--- src/cctc_pkg.sv ---
// ---------------------------------------------------------------------------
// cctc_pkg: shared types for the CAT command tuner control block
// Config indexes, input modes, reply kinds, controller/datapath command and status groups, reply lengths.
// ---------------------------------------------------------------------------
package cctc_pkg;

  // Configuration register indexes.
  localparam logic CfgFreqMin = 1'b0;
  localparam logic CfgFreqMax = 1'b1;

  // Input item modes.
  localparam logic [2:0] ModeByte = 3'd0;
  localparam logic [2:0] ModeUp   = 3'd1;
  localparam logic [2:0] ModeDown = 3'd2;
  localparam logic [2:0] ModeTx   = 3'd3;
  localparam logic [2:0] ModeStep = 3'd4;
  localparam logic [2:0] ModeEnd  = 3'd5;

  typedef enum logic [3:0] {
    RK_NONE,
    RK_TXQ,
    RK_FAQ,
    RK_AIQ,
    RK_ID,
    RK_MD,
    RK_SH,
    RK_NA,
    RK_IF,
    RK_STQ
  } reply_e;

  // Number of binary bits converted by the double-dabble unit.
  localparam int unsigned FreqW = 24;
  localparam int unsigned ConvCntW = $clog2(FreqW);

  typedef struct packed {
    logic take;
    logic conv_init;
    logic conv_step;
    logic advance;
  } cmd_t;

  typedef struct packed {
    logic need_conv;
    logic conv_last;
    logic last;
  } stat_t;

  function automatic logic [4:0] reply_len(reply_e kind);
    logic [4:0] n;
    case (kind)
      RK_TXQ:  n = 5'd4;
      RK_FAQ:  n = 5'd12;
      RK_AIQ:  n = 5'd4;
      RK_ID:   n = 5'd7;
      RK_MD:   n = 5'd5;
      RK_SH:   n = 5'd7;
      RK_NA:   n = 5'd5;
      RK_IF:   n = 5'd28;
      RK_STQ:  n = 5'd4;
      default: n = 5'd1;
    endcase
    return n;
  endfunction

endpackage

--- src/cctc_ctrl.sv ---
// ---------------------------------------------------------------------------
// cctc_ctrl: sequencing controller
// Takes one item, runs the decimal conversion when the reply needs it, then
// hands out the reply bytes one transfer at a time.
// ---------------------------------------------------------------------------
module cctc_ctrl (
  input  logic           clk_i,
  input  logic           rst_ni,
  input  logic           in_valid_i,
  output logic           in_ready_o,
  output logic           out_valid_o,
  input  logic           out_ready_i,
  input  cctc_pkg::stat_t stat_i,
  output cctc_pkg::cmd_t  cmd_o
);

  typedef enum logic [1:0] {
    ST_IDLE,
    ST_CHECK,
    ST_CONV,
    ST_SEND
  } state_e;

  state_e state_q, state_d;

  assign in_ready_o  = (state_q == ST_IDLE);
  assign out_valid_o = (state_q == ST_SEND);

  always_comb begin
    state_d   = state_q;
    cmd_o     = '0;
    case (state_q)
      ST_IDLE: begin
        if (in_valid_i) begin
          cmd_o.take = 1'b1;
          state_d    = ST_CHECK;
        end
      end
      ST_CHECK: begin
        if (stat_i.need_conv) begin
          cmd_o.conv_init = 1'b1;
          state_d         = ST_CONV;
        end else begin
          state_d = ST_SEND;
        end
      end
      ST_CONV: begin
        cmd_o.conv_step = 1'b1;
        if (stat_i.conv_last) state_d = ST_SEND;
      end
      ST_SEND: begin
        if (out_ready_i) begin
          cmd_o.advance = 1'b1;
          if (stat_i.last) state_d = ST_IDLE;
        end
      end
      default: state_d = ST_IDLE;
    endcase
  end

  always_ff @(posedge clk_i or negedge rst_ni) begin
    if (!rst_ni) begin
      state_q <= ST_IDLE;
    end else begin
      state_q <= state_d;
    end
  end

endmodule

--- src/cctc_datapath.sv ---
// ---------------------------------------------------------------------------
// cctc_datapath: command text tracking, tuner state and reply formatting
// Parses the command text as it arrives, applies set commands and button
// events, converts the frequency to BCD and selects each reply byte.
// ---------------------------------------------------------------------------
module cctc_datapath (
  input  logic            clk_i,
  input  logic            rst_ni,
  input  logic            cfg_we_i,
  input  logic            cfg_index_i,
  input  logic [23:0]     cfg_data_i,
  input  logic [2:0]      mode_i,
  input  logic [7:0]      rx_byte_i,
  input  cctc_pkg::cmd_t  cmd_i,
  output cctc_pkg::stat_t stat_o,
  output logic [7:0]      resp_byte_o,
  output logic            has_byte_o,
  output logic            last_o,
  output logic [23:0]     frequency_hz_o,
  output logic            tx_enable_o,
  output logic [1:0]      step_index_o
);

  localparam logic [4:0]   StoreMax = 5'd31;

  localparam logic [7:0] ChSemi  = 8'h3B;
  localparam logic [7:0] ChZero  = 8'h30;
  localparam logic [7:0] ChOne   = 8'h31;
  localparam logic [7:0] ChNine  = 8'h39;
  localparam logic [7:0] ChPlus  = 8'h2B;
  localparam logic [7:0] ChMinus = 8'h2D;
  localparam logic [7:0] ChSpace = 8'h20;
  localparam logic [7:0] ChA = 8'h41;
  localparam logic [7:0] ChD = 8'h44;
  localparam logic [7:0] ChF = 8'h46;
  localparam logic [7:0] ChH = 8'h48;
  localparam logic [7:0] ChI = 8'h49;
  localparam logic [7:0] ChM = 8'h4D;
  localparam logic [7:0] ChN = 8'h4E;
  localparam logic [7:0] ChS = 8'h53;
  localparam logic [7:0] ChT = 8'h54;
  localparam logic [7:0] ChX = 8'h58;

  localparam logic [8*7-1:0]  StrId  = "ID0650;";
  localparam logic [8*5-1:0]  StrMd  = "MD0C;";
  localparam logic [8*7-1:0]  StrSh  = "SH0000;";
  localparam logic [8*5-1:0]  StrNa  = "NA00;";
  localparam logic [8*5-1:0]  StrIfA = "IF001";
  localparam logic [8*14-1:0] StrIfB = "+000000C00000;";

  typedef enum logic [1:0] {
    PH_SKIP,
    PH_DIG,
    PH_STOP,
    PH_REJ
  } phase_e;

  logic [23:0] freq_min_q, freq_max_q;
  logic [23:0] freq_q;
  logic [1:0]  step_q;
  logic        tx_q, ai_q, st_q;
  logic [4:0]  cnt_q, len_q;
  logic        zero_q;
  logic [7:0]  a_q, b_q, c_q;
  phase_e      phase_q;
  logic [31:0] val_q;
  cctc_pkg::reply_e kind_q;
  logic [4:0]  k_q;
  logic [35:0] bcd_q;
  logic [23:0] bin_q;
  logic [cctc_pkg::ConvCntW-1:0] conv_cnt_q;

  function automatic logic [23:0] step_amount(logic [1:0] s);
    logic [23:0] r;
    case (s)
      2'd0:    r = 24'd1000000;
      2'd1:    r = 24'd100000;
      2'd2:    r = 24'd10000;
      default: r = 24'd1000;
    endcase
    return r;
  endfunction

  function automatic logic is_digit(logic [7:0] ch);
    return (ch >= ChZero) && (ch <= ChNine);
  endfunction

  function automatic logic [7:0] dec_char(logic [35:0] bcd, logic [4:0] j);
    logic [3:0] pos;
    pos = 4'd8 - j[3:0];
    return {4'h3, bcd[{pos, 2'b00} +: 4]};
  endfunction

  // Text bookkeeping: a nonzero byte joins the text when the store has room and no
  // zero byte came before it.
  logic        is_byte, is_semi, appends, in_text;
  logic [23:0] step_w;
  logic [24:0] up_sum;
  logic [7:0]  ch;
  logic [35:0] acc;
  logic [31:0] acc_sat;
  logic        val_ok;
  cctc_pkg::reply_e kind_d;

  assign is_byte = (mode_i == cctc_pkg::ModeByte);
  assign is_semi = is_byte && (rx_byte_i == ChSemi);
  assign appends = is_byte && !is_semi && (cnt_q < StoreMax);
  assign in_text = appends && !zero_q && (rx_byte_i != 8'h00);
  assign step_w  = step_amount(step_q);
  assign up_sum  = {1'b0, freq_q} + {1'b0, step_w};
  assign ch      = rx_byte_i;
  assign acc     = ({4'h0, val_q} << 3) + ({4'h0, val_q} << 1) +
                   {32'h0, ch[3:0] - 4'h0};
  assign acc_sat = (acc[35:32] != 4'h0) ? 32'hFFFF_FFFF : acc[31:0];
  assign val_ok  = (val_q >= {8'h00, freq_min_q}) && (val_q <= {8'h00, freq_max_q}) &&
                   (phase_q != PH_REJ);

  always_comb begin
    kind_d = cctc_pkg::RK_NONE;
    if (is_semi && (len_q >= 5'd2)) begin
      if (a_q == ChT && b_q == ChX && c_q == 8'h00) kind_d = cctc_pkg::RK_TXQ;
      else if (a_q == ChF && b_q == ChA && c_q == 8'h00) kind_d = cctc_pkg::RK_FAQ;
      else if (a_q == ChA && b_q == ChI && c_q == 8'h00) kind_d = cctc_pkg::RK_AIQ;
      else if (a_q == ChI && b_q == ChD) kind_d = cctc_pkg::RK_ID;
      else if (a_q == ChM && b_q == ChD && c_q == ChZero) kind_d = cctc_pkg::RK_MD;
      else if (a_q == ChS && b_q == ChH) kind_d = cctc_pkg::RK_SH;
      else if (a_q == ChN && b_q == ChA) kind_d = cctc_pkg::RK_NA;
      else if (a_q == ChI && b_q == ChF) kind_d = cctc_pkg::RK_IF;
      else if (a_q == ChS && b_q == ChT && c_q == 8'h00) kind_d = cctc_pkg::RK_STQ;
    end
  end

  always_ff @(posedge clk_i or negedge rst_ni) begin
    if (!rst_ni) begin
      freq_min_q <= 24'd8000000;
      freq_max_q <= 24'd16000000;
      freq_q     <= 24'd10000000;
      step_q     <= 2'd0;
      tx_q       <= 1'b0;
      ai_q       <= 1'b0;
      st_q       <= 1'b0;
      cnt_q      <= '0;
      len_q      <= '0;
      zero_q     <= 1'b0;
      c_q        <= '0;
      phase_q    <= PH_SKIP;
      val_q      <= '0;
      kind_q     <= cctc_pkg::RK_NONE;
      k_q        <= '0;
    end else begin
      if (cfg_we_i) begin
        if (cfg_index_i == cctc_pkg::CfgFreqMin) freq_min_q <= cfg_data_i;
        else freq_max_q <= cfg_data_i;
      end
      if (cmd_i.advance) k_q <= k_q + 5'd1;
      if (cmd_i.take) begin
        kind_q <= kind_d;
        k_q    <= '0;
        case (mode_i)
          cctc_pkg::ModeByte: begin
            if (is_semi) begin
              if (len_q >= 5'd2) begin
                if (a_q == ChT && b_q == ChX) begin
                  if (c_q == ChZero) tx_q <= 1'b0;
                  else if (c_q == ChOne) tx_q <= 1'b1;
                end else if (a_q == ChF && b_q == ChA) begin
                  if (c_q != 8'h00 && val_ok) freq_q <= val_q[23:0];
                end else if (a_q == ChA && b_q == ChI) begin
                  if (c_q == ChZero) ai_q <= 1'b0;
                  else if (c_q == ChOne) ai_q <= 1'b1;
                end else if (a_q == ChS && b_q == ChT) begin
                  if (c_q == ChZero) st_q <= 1'b0;
                  else if (c_q == ChOne) st_q <= 1'b1;
                end
              end
              cnt_q   <= '0;
              len_q   <= '0;
              zero_q  <= 1'b0;
              c_q     <= '0;
              phase_q <= PH_SKIP;
              val_q   <= '0;
            end else if (appends) begin
              cnt_q <= cnt_q + 5'd1;
              if (!zero_q && rx_byte_i == 8'h00) zero_q <= 1'b1;
              if (in_text) begin
                len_q <= len_q + 5'd1;
                if (len_q == 5'd2) c_q <= rx_byte_i;
                if (len_q >= 5'd2) begin
                  case (phase_q)
                    PH_SKIP: begin
                      if (ch == ChSpace || (ch >= 8'd9 && ch <= 8'd13)) begin
                        phase_q <= PH_SKIP;
                      end else if (ch == ChMinus) phase_q <= PH_REJ;
                      else if (ch == ChPlus) phase_q <= PH_DIG;
                      else if (is_digit(ch)) begin
                        val_q   <= acc_sat;
                        phase_q <= PH_DIG;
                      end else phase_q <= PH_STOP;
                    end
                    PH_DIG: begin
                      if (is_digit(ch)) val_q <= acc_sat;
                      else phase_q <= PH_STOP;
                    end
                    default: phase_q <= phase_q;
                  endcase
                end
              end
            end
          end
          cctc_pkg::ModeUp: begin
            if (up_sum <= {1'b0, freq_max_q}) freq_q <= up_sum[23:0];
          end
          cctc_pkg::ModeDown: begin
            if (freq_q >= step_w && (freq_q - step_w) >= freq_min_q) begin
              freq_q <= freq_q - step_w;
            end
          end
          cctc_pkg::ModeTx:   tx_q   <= ~tx_q;
          cctc_pkg::ModeStep: step_q <= step_q + 2'd1;
          cctc_pkg::ModeEnd: begin
            cnt_q   <= '0;
            len_q   <= '0;
            zero_q  <= 1'b0;
            c_q     <= '0;
            phase_q <= PH_SKIP;
            val_q   <= '0;
          end
          default: ;
        endcase
      end
    end
  end

  // The first two text bytes are held where the decoder sees them directly.
  always_ff @(posedge clk_i) begin
    if (cmd_i.take && in_text) begin
      if (len_q == 5'd0) a_q <= rx_byte_i;
      if (len_q == 5'd1) b_q <= rx_byte_i;
    end
  end

  // Double-dabble conversion, one bit per cycle.
  logic [35:0] bcd_adj;
  always_comb begin
    for (int i = 0; i < 9; i++) begin
      bcd_adj[4*i +: 4] = (bcd_q[4*i +: 4] >= 4'd5) ? bcd_q[4*i +: 4] + 4'd3
                                                     : bcd_q[4*i +: 4];
    end
  end

  always_ff @(posedge clk_i or negedge rst_ni) begin
    if (!rst_ni) begin
      conv_cnt_q <= '0;
    end else if (cmd_i.conv_init) begin
      conv_cnt_q <= '0;
    end else if (cmd_i.conv_step) begin
      conv_cnt_q <= conv_cnt_q + 1'b1;
    end
  end

  always_ff @(posedge clk_i) begin
    if (cmd_i.conv_init) begin
      bcd_q <= '0;
      bin_q <= freq_q;
    end else if (cmd_i.conv_step) begin
      bcd_q <= {bcd_adj[34:0], bin_q[23]};
      bin_q <= {bin_q[22:0], 1'b0};
    end
  end

  always_comb begin
    logic [4:0] j;
    j = k_q;
    resp_byte_o = 8'h00;
    case (kind_q)
      cctc_pkg::RK_TXQ, cctc_pkg::RK_AIQ, cctc_pkg::RK_STQ: begin
        case (k_q)
          5'd0: resp_byte_o = (kind_q == cctc_pkg::RK_TXQ) ? ChT :
                              (kind_q == cctc_pkg::RK_AIQ) ? ChA : ChS;
          5'd1: resp_byte_o = (kind_q == cctc_pkg::RK_TXQ) ? ChX :
                              (kind_q == cctc_pkg::RK_AIQ) ? ChI : ChT;
          5'd2: resp_byte_o = {7'h18, (kind_q == cctc_pkg::RK_TXQ) ? tx_q :
                              (kind_q == cctc_pkg::RK_AIQ) ? ai_q : st_q};
          default: resp_byte_o = ChSemi;
        endcase
      end
      cctc_pkg::RK_FAQ: begin
        if (k_q == 5'd0) resp_byte_o = ChF;
        else if (k_q == 5'd1) resp_byte_o = ChA;
        else if (k_q == 5'd11) resp_byte_o = ChSemi;
        else resp_byte_o = dec_char(bcd_q, j - 5'd2);
      end
      cctc_pkg::RK_ID: resp_byte_o = StrId[8*(3'd6 - k_q[2:0]) +: 8];
      cctc_pkg::RK_SH: resp_byte_o = StrSh[8*(3'd6 - k_q[2:0]) +: 8];
      cctc_pkg::RK_MD: resp_byte_o = StrMd[8*(3'd4 - k_q[2:0]) +: 8];
      cctc_pkg::RK_NA: resp_byte_o = StrNa[8*(3'd4 - k_q[2:0]) +: 8];
      cctc_pkg::RK_IF: begin
        if (k_q < 5'd5) resp_byte_o = StrIfA[8*(3'd4 - k_q[2:0]) +: 8];
        else if (k_q < 5'd14) resp_byte_o = dec_char(bcd_q, j - 5'd5);
        else resp_byte_o = StrIfB[8*(4'd13 - 4'(j - 5'd14)) +: 8];
      end
      default: resp_byte_o = 8'h00;
    endcase
  end

  assign has_byte_o     = (kind_q != cctc_pkg::RK_NONE);
  assign last_o         = stat_o.last;
  assign frequency_hz_o = freq_q;
  assign tx_enable_o    = tx_q;
  assign step_index_o   = step_q;

  assign stat_o.need_conv = (kind_q == cctc_pkg::RK_FAQ) || (kind_q == cctc_pkg::RK_IF);
  assign stat_o.conv_last = (conv_cnt_q == cctc_pkg::ConvCntW'(cctc_pkg::FreqW - 1));
  assign stat_o.last      = (k_q == cctc_pkg::reply_len(kind_q) - 5'd1);

endmodule

--- src/cat_command_tuner_control.sv ---
// ---------------------------------------------------------------------------
// cat_command_tuner_control: CAT command parser and tuner front panel logic
// Input items are UART bytes or button events; each item produces one or more
// result transfers carrying reply bytes and the current tuner state.
// ---------------------------------------------------------------------------
// Usage: the input channel (in_valid_i/in_ready_o) takes one item at a time.
// Each item gives at least one result transfer on the output channel
// (out_valid_o/out_ready_i); an item without a reply gives a single transfer
// with has_byte_o low and last_o high, a reply gives one transfer per byte
// with last_o on the final one. Results follow the input transfer through
// a check state, and for replies that print the frequency (FA and IF
// queries) through a conversion state as well, in which a double-dabble
// unit converts one binary bit of the 24-bit frequency per cycle. Reply
// bytes then go out one per cycle while the receiver is ready; a reply
// has at most 28 bytes.
// A new item is taken only after the last result transfer of the previous
// one. When the receiver stalls, the current result holds and input waits.
// Reset restores the limits to 8 MHz and 16 MHz, the frequency to 10 MHz,
// clears TX, the flags, the step select and any partial command text.
// Limit registers are written through cfg_we_i/cfg_index_i/cfg_data_i.
// ---------------------------------------------------------------------------
module cat_command_tuner_control (
  input  logic        clk_i,
  input  logic        rst_ni,
  input  logic        cfg_we_i,
  input  logic        cfg_index_i,
  input  logic [23:0] cfg_data_i,
  input  logic        in_valid_i,
  output logic        in_ready_o,
  input  logic [2:0]  mode_i,
  input  logic [7:0]  rx_byte_i,
  output logic        out_valid_o,
  input  logic        out_ready_i,
  output logic [7:0]  resp_byte_o,
  output logic        has_byte_o,
  output logic        last_o,
  output logic [23:0] frequency_hz_o,
  output logic        tx_enable_o,
  output logic [1:0]  step_index_o
);

  cctc_pkg::cmd_t  cmd;
  cctc_pkg::stat_t stat;

  cctc_ctrl u_ctrl (
    .clk_i       (clk_i),
    .rst_ni      (rst_ni),
    .in_valid_i  (in_valid_i),
    .in_ready_o  (in_ready_o),
    .out_valid_o (out_valid_o),
    .out_ready_i (out_ready_i),
    .stat_i      (stat),
    .cmd_o       (cmd)
  );

  cctc_datapath u_datapath (
    .clk_i          (clk_i),
    .rst_ni         (rst_ni),
    .cfg_we_i       (cfg_we_i),
    .cfg_index_i    (cfg_index_i),
    .cfg_data_i     (cfg_data_i),
    .mode_i         (mode_i),
    .rx_byte_i      (rx_byte_i),
    .cmd_i          (cmd),
    .stat_o         (stat),
    .resp_byte_o    (resp_byte_o),
    .has_byte_o     (has_byte_o),
    .last_o         (last_o),
    .frequency_hz_o (frequency_hz_o),
    .tx_enable_o    (tx_enable_o),
    .step_index_o   (step_index_o)
  );

endmodule

--- config.mk ---
export PLATFORM = sky130hd
export DESIGN_NAME = cat_command_tuner_control
export DESIGN_NICKNAME = d
export VERILOG_FILES = /design/src/cctc_pkg.sv /design/src/cctc_ctrl.sv /design/src/cctc_datapath.sv /design/src/cat_command_tuner_control.sv
export SDC_FILE = /design/constraint.sdc
export NUM_CORES = 1
export LEC_CHECK = 0
export BUFFER_PORTS_ARGS = -buffer_cell sky130_fd_sc_hd__buf_2
export CORE_ASPECT_RATIO = 0.75
export CORE_MARGIN = 2
export CORE_UTILIZATION = 43
export CTS_BUF_LIST = sky130_fd_sc_hd__clkbuf_4 sky130_fd_sc_hd__clkbuf_8
export CTS_CLUSTER_DIAMETER = 40
export CTS_CLUSTER_SIZE = 10
export DETAILED_ROUTE_END_ITERATION = 12
export PLACE_DENSITY = 0.63
export SLEW_MARGIN = 40
export SYNTH_ARGS = -nofsm -noshare
export SYNTH_HDL_FRONTEND = slang
export SYNTH_SLANG_ARGS = --single-unit
--- constraint.sdc ---
create_clock -name clk_i -period 6 [get_ports clk_i]
set_clock_uncertainty 0.15 [all_clocks]
set_input_delay 0.6 -clock clk_i [delete_from_list [all_inputs] [get_ports clk_i]]
set_output_delay 0.6 -clock clk_i [all_outputs]
set_load 0.02 [all_outputs]
* Word level (Yosys, flattened, before mapping)
Memory sizes are Yosys's and may differ from the RTL's.
Index checks and enable logic that the tools add are counted.
** Operators by class
- Bitwise gates (word level) :: 5
- Order comparisons :: 22
- Equal/unequal tests :: 71
- Reduce and logical (&&, ||, !) cells :: 67
- Mux-type cells :: 104
- $add $sub $neg :: 27
- Shift-type cells :: 8
** Operators by type and width (count)
- $mux W32 :: 9
- $mux W24 :: 9
- $pmux W32 S2 :: 2
- $shiftx A40 B33 Y8 const A :: 3
- $eq A8 B7 Y1 const B :: 14
- $shiftx A112 B33 Y8 const A :: 1
- $shiftx A56 B33 Y8 const A :: 2
- $mux W8 :: 10
- $mux W4 :: 19
- $pmux W24 S3 :: 1
- $shiftx A36 B7 Y4 :: 2
- $pmux W20 S3 :: 1
- $pmux W8 S7 :: 1
- $mux W5 :: 11
- $eq A8 B6 Y1 const B :: 6
- $ge A24 B24 Y1 :: 2
- $add A35 B33 Y36 :: 1
- $add A36 B4 Y36 :: 1
- $ge A4 B3 Y1 const B :: 9
- $add A4 B2 Y4 const B :: 8
- $ge A32 B24 Y1 :: 1
- $le A32 B24 Y1 :: 1
- $logic_and A1 B1 Y1 :: 28
- $reduce_and A9 Y1 :: 3
- 67 further kinds :: 159
** Word-level totals
- Logic and storage cells :: 326
- Output and inout bits :: 39
- Memories kept :: 1
- Register bits after elaboration :: 222
- Input bits :: 41
- Memory bits (read-only) :: 80
** Memories
- (no name shown) :: depth 16, bits a word 5, read ports 1, clocked after Yosys merged registers in 0, write ports 0, RTL line cctc_pkg.sv:51 : case (kind)

* Depth between registers and ports, before layout
Gate-level depths: netlist of the first run.
- Depth in word-level cells :: 14
- Depth in mapped cells :: 23
- Depth with buffers taken out :: 22

* By module
From an unflattened synthesis of the first run, not the netlist that was laid out.
** Second synthesis, totals
- Cell total of the unflattened synthesis :: 2087
- Area, all modules :: 18301.3 µm²
** By module, submodules not included
- cctc_datapath :: area each 18099.9 µm², cells each 2067, sequential area each 5552.8 µm², times used 1
- cctc_ctrl :: area each 201.4 µm², cells each 20, sequential area each 50.0 µm², times used 1

* Least setup slack after synthesis of the first run
OpenSTA, ideal clock, no wires.
- Path type :: flip-flop to flip-flop
- Start point :: register u_datapath.step_q[0] (netlist: u_datapath.step_index_o[0])
- End point :: register u_datapath.freq_q[23] (netlist: u_datapath.frequency_hz_o[23])
- Clock period less this slack :: 5.188 ns
- Setup time :: 0.081 ns
- Path buffers :: 2
- Cell stages (with the launch flop) :: 23
- Arrival :: 4.957 ns
- Data required time :: 5.769 ns
- Setup slack :: 0.812 ns
- Cell sequence :: dfrtp_1 -> inv_1 -> ha_1 -> or2_2 -> ha_1 -> clkbuf_1 -> nand2b_1 -> a31oi_1 -> o21ai_0 -> and2_1 -> a221o_1 -> nor2_1 -> xnor2_1 -> ha_1 -> a21o_1 -> a21o_1 -> a211oi_1 -> nand2_1 -> o21ai_0 -> nor4_4 -> buf_4 -> a32o_1 -> a32oi_1
** Between the ends
- Longest elaborated chain between the ends :: 7
- Elaborated cells between the ends (all ways) :: 16
- Classes of those cells :: add/sub: 2; order compare: 3; eq/ne: 4; mux: 4; reduce/logical: 3
** Ends and longest elaborated chain
- start, declared :: RTL line cctc_datapath.sv:60 : logic [1:0] step_q;
- start signal, assigned :: RTL line cctc_datapath.sv:219 : cctc_pkg::ModeStep: step_q <= step_q + 2'd1;
- $eq A2 B2 Y1 (tied with other cells) :: RTL line cctc_datapath.sv:75 : case (s)
- $pmux W20 S3 (*) :: RTL line cctc_datapath.sv:75
- $sub A24 B24 Y24 :: RTL line cctc_datapath.sv:214, cctc_datapath.sv:215
- $ge A24 B24 Y1 :: RTL line cctc_datapath.sv:214 : if (freq_q >= step_w && (freq_q - step_w) >= freq_min_q) begin
- $logic_and A1 B1 Y1 :: RTL line cctc_datapath.sv:214
- $ne A2 B1 Y1 (no line)
- $reduce_and A9 Y1 (no line)
- end signal, assigned :: RTL line cctc_datapath.sv:167 : if (c_q != 8'h00 && val_ok) freq_q <= val_q[23:0];
- end signal, assigned :: RTL line cctc_datapath.sv:211 : if (up_sum <= {1'b0, freq_max_q}) freq_q <= up_sum[23:0];
- end signal, assigned :: RTL line cctc_datapath.sv:215 : freq_q <= freq_q - step_w;
- end, declared :: RTL line cctc_datapath.sv:59 : logic [23:0] freq_q;
Mark *: on every way between the ends. The rest lies on a longest branch, timed or not. The select of a mux whose other input is x is not followed.
A chain may end at the register's enable or synchronous reset.

* Worst setup path after layout of the first run
- Start point :: register u_datapath.step_q[0] (netlist: u_datapath.step_index_o[0])
- End point :: register u_datapath.freq_q[4] (netlist: u_datapath.frequency_hz_o[4])
Same word-level chain as after synthesis.

==> summary.md, run 1 <==
| Metric | Value |
|---|---|
| Required time worst endpoint | `6.30 ns` |
| Ratio of cells with drive above 1 in the final layout | `14.2%` |
| Critical path startpoint category | `flip-flop` |
| Largest family of logic cells by synthesized area | `compound AO/OA/AOI/OAI gates` |
| Clock tree from TritonCTS | `yes` |
| Number of warnings printed during yosys synthesis | `0` |
| Count of clock tree sinks | `222` |
| Die extent in y | `184 um` |
| Length of the first detailed-routing pass in iterations | `5` |
| Cell area after synthesis | `0.0185 mm2` |
| Synth unique cells | `94` |
| Routed vias | `16.0k` |
| Arrival time worst endpoint | `5.95 ns` |
| Placement row count | `65` |
| Tmin final | `5.66 ns` |
| Global-route wire length before repair | `83,400 um` |
| Result of the run | `complete, no violations` |
| H-Tree Depth | `2` |
| Prevailing post-synth register cell | `dfrtp_1` |
| FFs w/ async S/R, synth | `65.8%` |
| Synth Area in XOR/XNOR | `5.06%` |
| Multi-input gate area in the final layout | `0.0121 mm2` |
| Initial antenna violation count | `1` |
| Synthesized-area fraction occupied by and/or/nand/nor cells | `16.7%` |
| Number of global-route vias before repair | `15.2k` |
| Area contributors post-synth | `dfrtp_1 17%, ha_1 16%, edfxtp_1 6.5%` |
| Worst-path clk slew | `0.07 ns` |
| Maximum number of pins on one net before global-route repair | `62` |
| Post-synth EDFFs | `40` |
| Crit path buffers/inverters | `3` |
| DRC violations left | `0` |
| Unrepaired setup endpoints after global routing | `true` |
| Reg area | `0.00560 mm2` |
| Kind of path behind the tightest hold check | `in2reg` |
| CP most frequent cell | `ha_1` |
| Horizontal die dimension | `244 um` |
| Number of top-level design ports | `80` |
| Proportion of netlist area held by the largest area contributor | `16.8%` |
| Worst VDD drop | `0.275 mV` |
| Startpoint-to-endpoint class of the critical path | `reg2reg` |
| Area enclosed by the die boundary | `0.0447 mm2` |
| Post-layout nets | `2,434` |
| Half-perimeter wire length of the detailed placement result | `39,400 um` |
| Mux contribution to synthesized area | `6.78%` |
| Max-slew headroom | `46.3%` |
| Cell at the root of the clock tree | `clkbuf_8` |
| Max Fclk | `0.177 GHz` |
| Post-synthesis compound-gate area fraction | `20.1%` |
| Share of the clock period used by the worst path | `94.3%` |
| Crit-path slowest cell | `dfrtp_1` |
| Clk pwr share | `15.2%` |
| Most frequently used cell type in the post-synthesis netlist | `ha_1` |
| Placer congestion estimate | `0.891` |
| Part of the Yosys area used for sequential elements | `30.3%` |
| Avg Inst Size Synth | `8.77 um2` |
| Maximum fanout encountered on the critical timing path | `31` |
| Number of vias per cell | `5.82` |
| Mean routed wirelength per cell | `18.9 um` |
| Slew Limit Fails | `0` |
| Top cell type by total area after synthesis | `dfrtp_1` |
| Design Power | `9.97 mW` |
| Overall routing resource usage | `23.0%` |
| Portion of total power attributed to combinational logic | `59.5%` |
| Total CTS buffers | `38` |
| Post-detailed-route count of antenna-violating nets | `0` |
| Number of violations of the max-capacitance limit | `0` |
| First DRT Iteration DRCs | `1,128` |
| Syn nets | `2,391` |
| Port Buf Inserts | `78` |
| Worst-case clock buffer depth | `3` |
| Starting Density | `43.8%` |
| Maximum cell stage delay along the critical path | `0.48 ns` |
| Count of inserted antenna diode cells | `0` |
| Total of fill cells in the finished design | `4,110` |
| Clock insertion delay at the later pin of the skew report | `0.57 ns` |
| Commonest cells in the netlist | `235 x ha_1, 194 x nand2_1, 189 x a21oi_1, 175 x o21ai_0, 156 x nor2_1` |
| Congestion Overflow GR | `0` |
| Area Overhead vs Synth | `9.26%` |
| Flip-flop and latch count after synthesis | `222` |
| CP endpoint kind | `flip-flop` |
| PD cells | `493 mW/mm2` |
| Crit path max-delay family | `simple AND/OR/NAND/NOR gates` |
| Final Util | `47.8%` |
| Final count of hold timing violations | `0` |
| Post-Synth Adder-Cell Area | `16.3%` |
| NetSw | `4.82 mW` |
| Synthesized instance count | `2,111` |
| Critical path cell sequence | `inv_1 -> ha_1 -> inv_1 -> ha_1 -> nand2b_1 -> a41oi_1 -> or3_1 -> o211ai_1 -> o221ai_1 -> or2_1 -> xnor2_1 -> ha_1 -> nand3_1 -> or2_2 -> nor3_1 -> nand2_1 -> nand2_1 -> o22ai_1 -> nor4_4 -> buf_6 -> mux2_2` |
| Slew @ Worst Pin | `0.803 ns` |
| Net Sw Frac | `48.4%` |
| Drt total wl | `52,000 um` |
| Cell internal power dissipation | `5.15 mW` |
| Placeable core region | `0.0423 mm2` |
| Leakage power of the design | `8.89 nW` |
| Number of endpoints failing setup at the final stage | `0` |
| Sequential cell fraction of total power | `25.4%` |
[path summary, 6_finish.rpt]
| check | slack (ns) | to | start | depth (start not counted) |
|---|---|---|---|---|
| worst max-delay path | 0.34 | u_datapath.frequency_hz_o[4] | u_datapath.step_index_o[0] | 21 |
| worst min-delay path | 0.11 | u_datapath.freq_min_q[22] | cfg_data_i[22] | 3 |
| worst max register to register | 0.34 | u_datapath.frequency_hz_o[4] | u_datapath.step_index_o[0] | 21 |
| worst min register to register | 0.31 | u_datapath.c_q[6] | u_datapath.c_q[6] | 2 |
| max in group asynchronous | 4.32 | u_datapath.val_q[31] | rst_ni | 3 |
| min in group asynchronous | 0.35 | u_datapath.freq_max_q[9] | rst_ni | 2 |
[state kept, by name, indices dropped and copies added, names as in the netlist, 8 cells and up]
| register | flops |
|---|---|
| u_datapath.bcd_q | 36 |
| u_datapath.val_q | 32 |
| u_datapath.bin_q | 24 |
| u_datapath.freq_max_q | 24 |
| u_datapath.freq_min_q | 24 |
| u_datapath.frequency_hz_o | 24 |
| u_datapath.a_q | 8 |
| u_datapath.b_q | 8 |
| u_datapath.c_q | 8 |
[routing by layer]
| metal | track usage (%) | routed length [um] |
|---|---|---|
| met2 | 35.5 | 22600 |
| met5 | 0 | 0 |
| met1 | 33.4 | 25100 |
| met3 | 3.98 | 3360 |
| met4 | 5.71 | 908 |
[what timing repair did]
item / in CTS / in global routing
setup buffers: 0 / 0
setup endpoints to repair: 0 / 21
gates resized for setup: 0 / 8
hold buffers: 1 / 0
hold endpoints to repair: 23 / 0
[cell type report]
class	count	share of cell area, %
Multi-Input combinational cell	1668	59.7
Clock buffer	49	3.12
Inverter	131	2.44
Clock inverter	19	0.934
Sequential cell	222	27.7
Timing Repair Buffer	93	2.61
Tap cell	569	3.52
[worst register-to-register path: stages, from the launching register on]
cell and delay, ns:
dfrtp_1 0.48, inv_1 0.17, ha_1 0.37, inv_1 0.10
ha_1 0.39, nand2b_1 0.18, a41oi_1 0.24, or3_1 0.46
o211ai_1 0.20, o221ai_1 0.21, or2_1 0.31, xnor2_1 0.13
ha_1 0.30, nand3_1 0.11, or2_2 0.34, nor3_1 0.19
nand2_1 0.08, nand2_1 0.10, o22ai_1 0.15, nor4_4 0.18
buf_6 0.31, mux2_2 0.39
[kinds of logic after synthesis]
logic type / count (synthesis)
compound gates: 595
xor+xnor: 107
fa+ha+maj: 239
buf+inv: 221
flops: 222
mux: 99
other cells: 1
simple gates: 627
[cells in the final DEF (no fill, tap or decap), types with 40 or more instances in the layout]
master,Yosys,routed
a21oi_1,189,189
buf_2,16,77
clkbuf_8,0,42
dfrtp_1,124,124
edfxtp_1,40,40
ha_1,235,231
inv_1,129,129
mux2_2,61,61
nand2_1,194,193
nand3_1,53,53
nor2_1,156,156
nor3_1,47,46
o21ai_0,175,173
xnor2_1,60,60
xor2_1,47,46
[metrics by stage]
step                setup slack [ns]  setup TNS, ns  hold slack (ns)  area, um2  cells
global placement               0.324              0            0.297      19300   2681
CTS                            0.160              0           0.0750      20200   2751
finish                         0.344              0            0.110      20200   2751
global route                 -0.0365        -0.0365            0.104      20200   2751
detailed placement             0.181              0            0.300      19400   2682
floorplan                      0.812              0            0.154      18500   2111
[power by group through the flow]
stage | Sequential [mW] | Combinational (mW) | Clock, mW
after floorplan | 2.38 | 4.38 | 0
after global placement | 2.53 | 5.66 | 0
after detailed placement | 2.55 | 5.79 | 0
after CTS | 2.53 | 5.84 | 1.56
after global routing | 2.59 | 6.60 | 1.62
final | 2.53 | 5.93 | 1.51
No activity file was read; power rests on OpenSTA's default activity.
==> run 2, diff against run 1 <==
--- a/config.mk
+++ b/config.mk
@@ -13,6 +13,7 @@
 export CTS_CLUSTER_DIAMETER = 40
 export CTS_CLUSTER_SIZE = 10
 export DETAILED_ROUTE_END_ITERATION = 12
+export MAX_ROUTING_LAYER = met4
 export PLACE_DENSITY = 0.63
 export SLEW_MARGIN = 40
 export SYNTH_ARGS = -nofsm -noshare
==> run 2 against run 1 <==
Against the previous run: clock-buffer cell count up 1; non-clock buffer count up 4; combinational power is 0.7% higher; setup slack better by 0.055 ns; critical endpoint is now u_datapath.frequency_hz_o[16]; fmax rose by 0.98%; highest routed layer unchanged; global-route usage rose by 1.3 points; register-to-register slack better by 0.06 ns.
==> summary.md, run 2 (synthesis results as in run 1) <==
| Metric | Value |
|---|---|
| Ratio of cells with drive above 1 in the final layout | `14.3%` |
| Post-layout nets | `2,439` |
| Starting Density | `43.8%` |
| Mean routed wirelength per cell | `19.3 um` |
| Post-detailed-route count of antenna-violating nets | `0` |
| Total CTS buffers | `39` |
| DRC violations left | `0` |
| Routed vias | `16.2k` |
| Area Overhead vs Synth | `9.96%` |
| Placement row count | `65` |
| Multi-input gate area in the final layout | `0.0120 mm2` |
| Tmin final | `5.60 ns` |
| Slew Limit Fails | `0` |
| Share of the clock period used by the worst path | `93.3%` |
| Cell at the root of the clock tree | `clkbuf_8` |
| Number of top-level design ports | `80` |
| Placeable core region | `0.0423 mm2` |
| Setup Total Neg Slack | `0 ns` |
| Area of all placed cells without fillers | `0.0203 mm2` |
| RR Endpoint | `u_datapath.frequency_hz_o[16]` |
| Worst VDD drop | `0.300 mV` |
| Cell internal power dissipation | `5.26 mW` |
| Drt total wl | `53,300 um` |
| Length of the first detailed-routing pass in iterations | `6` |
| Half-perimeter wire length of the detailed placement result | `40,200 um` |
| Fin cells | `2,762` |
| Area enclosed by the die boundary | `0.0447 mm2` |
| Port Buf Inserts | `78` |
| Clock tree from TritonCTS | `yes` |
| Global-route wire length before repair | `85,300 um` |
| Max Fclk | `0.179 GHz` |
| Capture endpoint of the worst hold path | `u_datapath.freq_min_q[8]` |
| Final count of hold timing violations | `0` |
| Horizontal die dimension | `244 um` |
| Launch point of the worst path | `u_datapath.step_index_o[0]` |
| Unrepaired setup endpoints after global routing | `false` |
| Worst hold path cell count | `3` |
| Slack of the worst reg-to-reg path | `0.40 ns` |
| Initial antenna violation count | `3` |
| Clk pwr share | `16.2%` |
| Count of clock tree sinks | `222` |
| Maximum number of pins on one net before global-route repair | `80` |
| Cells after DPL | `2,686` |
| Total of fill cells in the finished design | `4,126` |
| Number of vias per cell | `5.86` |
| Required time worst endpoint | `6.30 ns` |
| Worst hold start | `cfg_data_i[8]` |
| NetSw | `4.88 mW` |
| Kind of path behind the tightest hold check | `in2reg` |
| First DRT Iteration DRCs | `1,383` |
| Die extent in y | `184 um` |
| Overall routing resource usage | `24.4%` |
| Max-slew headroom | `37.8%` |
| CP endpoint kind | `flip-flop` |
| Critical path startpoint category | `flip-flop` |
| Number of flip-flops under the largest register name | `36` |
| Worst-path clk slew | `0.07 ns` |
| Reg with most FFs | `u_datapath.bcd_q` |
| Most frequent cells in the layout | `233 x ha_1, 193 x nand2_1, 189 x a21oi_1, 173 x o21ai_0, 156 x nor2_1` |
| Most common cell after layout, fill and taps aside | `ha_1` |
| Arrival time worst endpoint | `5.90 ns` |
| Portion of total power attributed to combinational logic | `58.9%` |
| R2R Path Start | `u_datapath.step_index_o[0]` |
| Net Sw Frac | `48.1%` |
| Placed instance area | `0.0194 mm2` |
| Number of endpoints failing setup at the final stage | `0` |
| Startpoint-to-endpoint class of the critical path | `reg2reg` |
| Worst-case clock buffer depth | `3` |
| PD cells | `499 mW/mm2` |
| Clock insertion delay at the later pin of the skew report | `0.60 ns` |
| Slew @ Worst Pin | `0.909 ns` |
| Reg area | `0.00560 mm2` |
| Congestion Overflow GR | `0` |
| Maximum fanout encountered on the critical timing path | `31` |
| Largest registers | `u_datapath.bcd_q (36), u_datapath.val_q (32)` |
| Cell count of the worst reg-to-reg path | `21` |
| Number of violations of the max-capacitance limit | `0` |
| H-Tree Depth | `2` |
| Result of the run | `complete, no violations` |
| Placer congestion estimate | `0.914` |
| Number of global-route vias before repair | `15.4k` |
| Sequential cell fraction of total power | `24.9%` |
| Leakage power of the design | `8.96 nW` |
==> run 2: worst max-delay path by stage <==
stage	end	slack (ns)	cells past startpoint
final	u_datapath.frequency_hz_o[16]	0.40	21
after global routing	u_datapath.frequency_hz_o[4]	0.004	21
after CTS	u_datapath.frequency_hz_o[23]	0.19	21
after detailed placement	u_datapath.frequency_hz_o[23]	0.20	21
after global placement	u_datapath.frequency_hz_o[23]	0.28	21
after floorplan	u_datapath.frequency_hz_o[23]	0.81	22
==> run 2: layer usage <==
metal	track usage, %	wire length [um]	vias to the layer above
met4	6.32	1170	0
li1	-	-	7776
met1	34.2	25500	7829
met3	3.58	3320	88
met5	-	0	-
met2	36.8	23300	489
==> run 2: area by class of cell <==
class,count,share of cell area [%]
Multi-Input combinational cell,1668,59.2
Clock inverter,22,1.23
Sequential cell,222,27.5
Clock buffer,50,3.17
Antenna cell,3,0.0369
Timing Repair Buffer,97,2.89
Inverter,131,2.42
Tap cell,569,3.50
==> run 2: metrics by stage <==
step | total power, mW | hold slack, ns | utilization, % | setup WS (ns)
after detailed placement | 8.40 | 0.307 | 45.9 | 0.203
final | 10.1 | 0.0755 | 48.1 | 0.399
after floorplan | 6.75 | 0.154 | - | 0.812
after global routing | 11.0 | 0.0684 | 48.1 | 0.00364
after CTS | 10.1 | 0.0429 | 48.0 | 0.191
after global placement | 8.23 | 0.293 | 45.8 | 0.279
==> run 2: timing repair <==
item	CTS	global route
hold buffers	1	0
hold endpoints to repair	64	0
buffers inserted	0	0
gates resized for setup	0	8
endpoints found under the setup margin	0	21
==> run 2: power groups by stage <==
| stage | combinational (mW) | clock [mW] | sequential [mW] |
|---|---|---|---|
| final | 5.97 | 1.64 | 2.53 |
| after global routing | 6.65 | 1.75 | 2.59 |
| after CTS | 5.89 | 1.68 | 2.52 |
| after detailed placement | 5.85 | 0 | 2.55 |
| after global placement | 5.70 | 0 | 2.53 |
| after floorplan | 4.38 | 0 | 2.38 |
==> run 2: critical path: stages, from the launching register on <==
cell	delay [ns]
dfrtp_1	0.48
inv_1	0.16
ha_1	0.30
or2_2	0.33
ha_1	0.54
nand3b_1	0.14
a21oi_1	0.26
nor3_1	0.16
o211ai_1	0.20
o221ai_1	0.22
or2_1	0.31
xnor2_1	0.14
ha_1	0.29
nand3_1	0.11
or2_2	0.32
nor3_1	0.19
nand2_1	0.07
nand2_1	0.09
o22ai_1	0.16
nor4_4	0.24
buf_12	0.25
mux2_2	0.35
==> run 3, diff against run 2 <==
--- a/config.mk
+++ b/config.mk
@@ -15,6 +15,7 @@
 export DETAILED_ROUTE_END_ITERATION = 12
 export MAX_ROUTING_LAYER = met4
 export PLACE_DENSITY = 0.63
+export REMOVE_ABC_BUFFERS = 1
 export SLEW_MARGIN = 40
 export SYNTH_ARGS = -nofsm -noshare
 export SYNTH_HDL_FRONTEND = slang
==> run 3 against run 2 <==
Against the previous run: die area is the same; global-route usage down 0.18 points; fmax is 0.87% lower; worst hold slack better by 0.017 ns; core utilization up 0.20 points; register-to-register slack worse by 0.05 ns; wire length is 0.39% lower; final cell count up 0.22%; design area rose by 0.42%; first-iteration DRC count is 5.3% higher; clock power hardly changed; largest cell class unchanged; highest routed layer unchanged.
==> summary.md, run 3 (synthesis results as in run 1) <==
| Metric | Value |
|---|---|
| Result of the run | `complete, no violations` |
| Slew Limit Fails | `0` |
| Maximum fanout encountered on the critical timing path | `22` |
| Reg with most FFs | `u_datapath.bcd_q` |
| Number of top-level design ports | `80` |
| Slew @ Worst Pin | `0.860 ns` |
| Overall routing resource usage | `24.2%` |
| Die extent in y | `184 um` |
| Placer congestion estimate | `0.925` |
| DRC violations left | `0` |
| Cell at the root of the clock tree | `clkbuf_8` |
| Max-slew headroom | `42.4%` |
| Port Buf Inserts | `78` |
| Leakage power of the design | `9.01 nW` |
| Share of the clock period used by the worst path | `94.2%` |
| CP endpoint kind | `flip-flop` |
| First DRT Iteration DRCs | `1,456` |
| Cell count of the worst reg-to-reg path | `22` |
| RR Endpoint | `u_datapath.frequency_hz_o[4]` |
| Starting Density | `43.8%` |
| H-Tree Depth | `2` |
| Most frequent cells in the layout | `233 x ha_1, 193 x nand2_1, 189 x a21oi_1, 174 x o21ai_0, 155 x nor2_1` |
| Capture endpoint of the worst hold path | `u_datapath.freq_min_q[23]` |
| Number of vias per cell | `5.85` |
| Drt total wl | `53,100 um` |
| Arrival time worst endpoint | `5.94 ns` |
| Length of the first detailed-routing pass in iterations | `5` |
| Ratio of cells with drive above 1 in the final layout | `14.8%` |
| Cells after DPL | `2,689` |
| Maximum number of pins on one net before global-route repair | `75` |
| Final count of hold timing violations | `0` |
| Routed vias | `16.2k` |
| Critical path startpoint category | `flip-flop` |
| Congestion Overflow GR | `0` |
| Fin cells | `2,768` |
| R2R Path Start | `u_datapath.step_index_o[0]` |
| Unrepaired setup endpoints after global routing | `false` |
| Kind of path behind the tightest hold check | `in2reg` |
| Post-layout nets | `2,448` |
| Max Fclk | `0.177 GHz` |
| Number of violations of the max-capacitance limit | `0` |
| Worst hold path cell count | `3` |
| Worst slack on hold paths | `0.0920 ns` |
| Worst hold start | `cfg_data_i[23]` |
| Largest registers | `u_datapath.bcd_q (36), u_datapath.val_q (32)` |
| Tmin final | `5.65 ns` |
| Count of clock tree sinks | `222` |
| Setup Total Neg Slack | `0 ns` |
| Global-route wire length before repair | `84,700 um` |
| Area Overhead vs Synth | `10.4%` |
| Reg area | `0.00560 mm2` |
| Clock tree from TritonCTS | `yes` |
| Number of flip-flops under the largest register name | `36` |
| Worst-case clock buffer depth | `3` |
| Placeable core region | `0.0423 mm2` |
| Startpoint-to-endpoint class of the critical path | `reg2reg` |
| Final Util | `48.3%` |
| Slack of the worst reg-to-reg path | `0.35 ns` |
| Horizontal die dimension | `244 um` |
| Worst VDD drop | `0.273 mV` |
| Required time worst endpoint | `6.29 ns` |
| Most common cell after layout, fill and taps aside | `ha_1` |
| Total of fill cells in the finished design | `4,132` |
| Area enclosed by the die boundary | `0.0447 mm2` |
| Total CTS buffers | `40` |
| Number of endpoints failing setup at the final stage | `0` |
| Mean routed wirelength per cell | `19.2 um` |
| Clock insertion delay at the later pin of the skew report | `0.58 ns` |
| Placement row count | `65` |
| Multi-input gate area in the final layout | `0.0121 mm2` |
| Number of global-route vias before repair | `15.3k` |
| Half-perimeter wire length of the detailed placement result | `40,300 um` |
| Worst-path clk slew | `0.07 ns` |
| PD cells | `499 mW/mm2` |
| Post-detailed-route count of antenna-violating nets | `0` |
| Initial antenna violation count | `1` |
[run 3: layout make-up]
| class | count | area share [%] |
|---|---|---|
| diodes | 1 | 0.0122 |
| clock buffers | 47 | 2.95 |
| clock inverters | 25 | 1.46 |
| inverters | 131 | 2.41 |
| multi-input cells | 1668 | 59.0 |
| flip-flops and latches | 222 | 27.4 |
| well taps | 569 | 3.48 |
| repair buffers | 105 | 3.22 |
[run 3: critical path, stage by stage, from the launching register on]
cell	delay (ns)
dfrtp_2	0.46
inv_1	0.18
ha_2	0.30
inv_1	0.15
ha_1	0.40
nor2_1	0.14
a41oi_1	0.21
or3_1	0.45
o211ai_1	0.25
o221ai_2	0.19
or2_1	0.29
xnor2_1	0.13
ha_1	0.30
nand3_1	0.10
or2_2	0.32
nor3_1	0.22
nand2_1	0.08
nand2_1	0.10
o22ai_1	0.14
nor4_4	0.27
buf_4	0.20
buf_12	0.17
mux2_2	0.34
[run 3: where the power goes]
part / internal (mW) / total [mW] / switching, mW
sequential: 1.97 / 2.53 / 0.555
clock: 0.917 / 1.66 / 0.746
combinational: 2.41 / 6.00 / 3.59
total: 5.30 / 10.2 / 4.89
[run 3: routing by layer]
layer	vias up	track usage [%]	part of all wire, %
met3	59	3.50	6.1
met2	489	36.1	43
li1	7792	-	-
met4	0	4.78	1.5
met5	-	-	0
met1	7849	35.0	49
[run 3: through the flow]
step                total power [mW]  area [um2]  setup WS, ns
floorplan                       6.69       18100         0.395
global placement                8.28       19400         0.240
detailed placement              8.42       19400        0.0782
CTS                             10.1       20300        0.0765
global route                    11.1       20400       0.00246
finish                          10.2       20400         0.350
[run 3: worst max path at each step]
stage / from / to / slack [ns] / depth (start not counted)
after detailed placement: u_datapath.step_index_o[0] / u_datapath.frequency_hz_o[4] / 0.08 / 21
after floorplan: u_datapath.step_index_o[0] / u_datapath.frequency_hz_o[22] / 0.39 / 21
final: u_datapath.step_index_o[0] / u_datapath.frequency_hz_o[4] / 0.35 / 22
after global placement: u_datapath.step_index_o[0] / u_datapath.frequency_hz_o[4] / 0.24 / 21
after CTS: u_datapath.step_index_o[0] / u_datapath.frequency_hz_o[4] / 0.08 / 21
after global routing: u_datapath.step_index_o[0] / u_datapath.frequency_hz_o[4] / 0.002 / 22
[run 3: what timing repair did]
action,4_1_cts,5_1_grt
endpoints found under the hold margin,62,0
hold buffers,1,0
buffers inserted,0,4
gates resized for setup,0,6
endpoints found under the setup margin,0,21
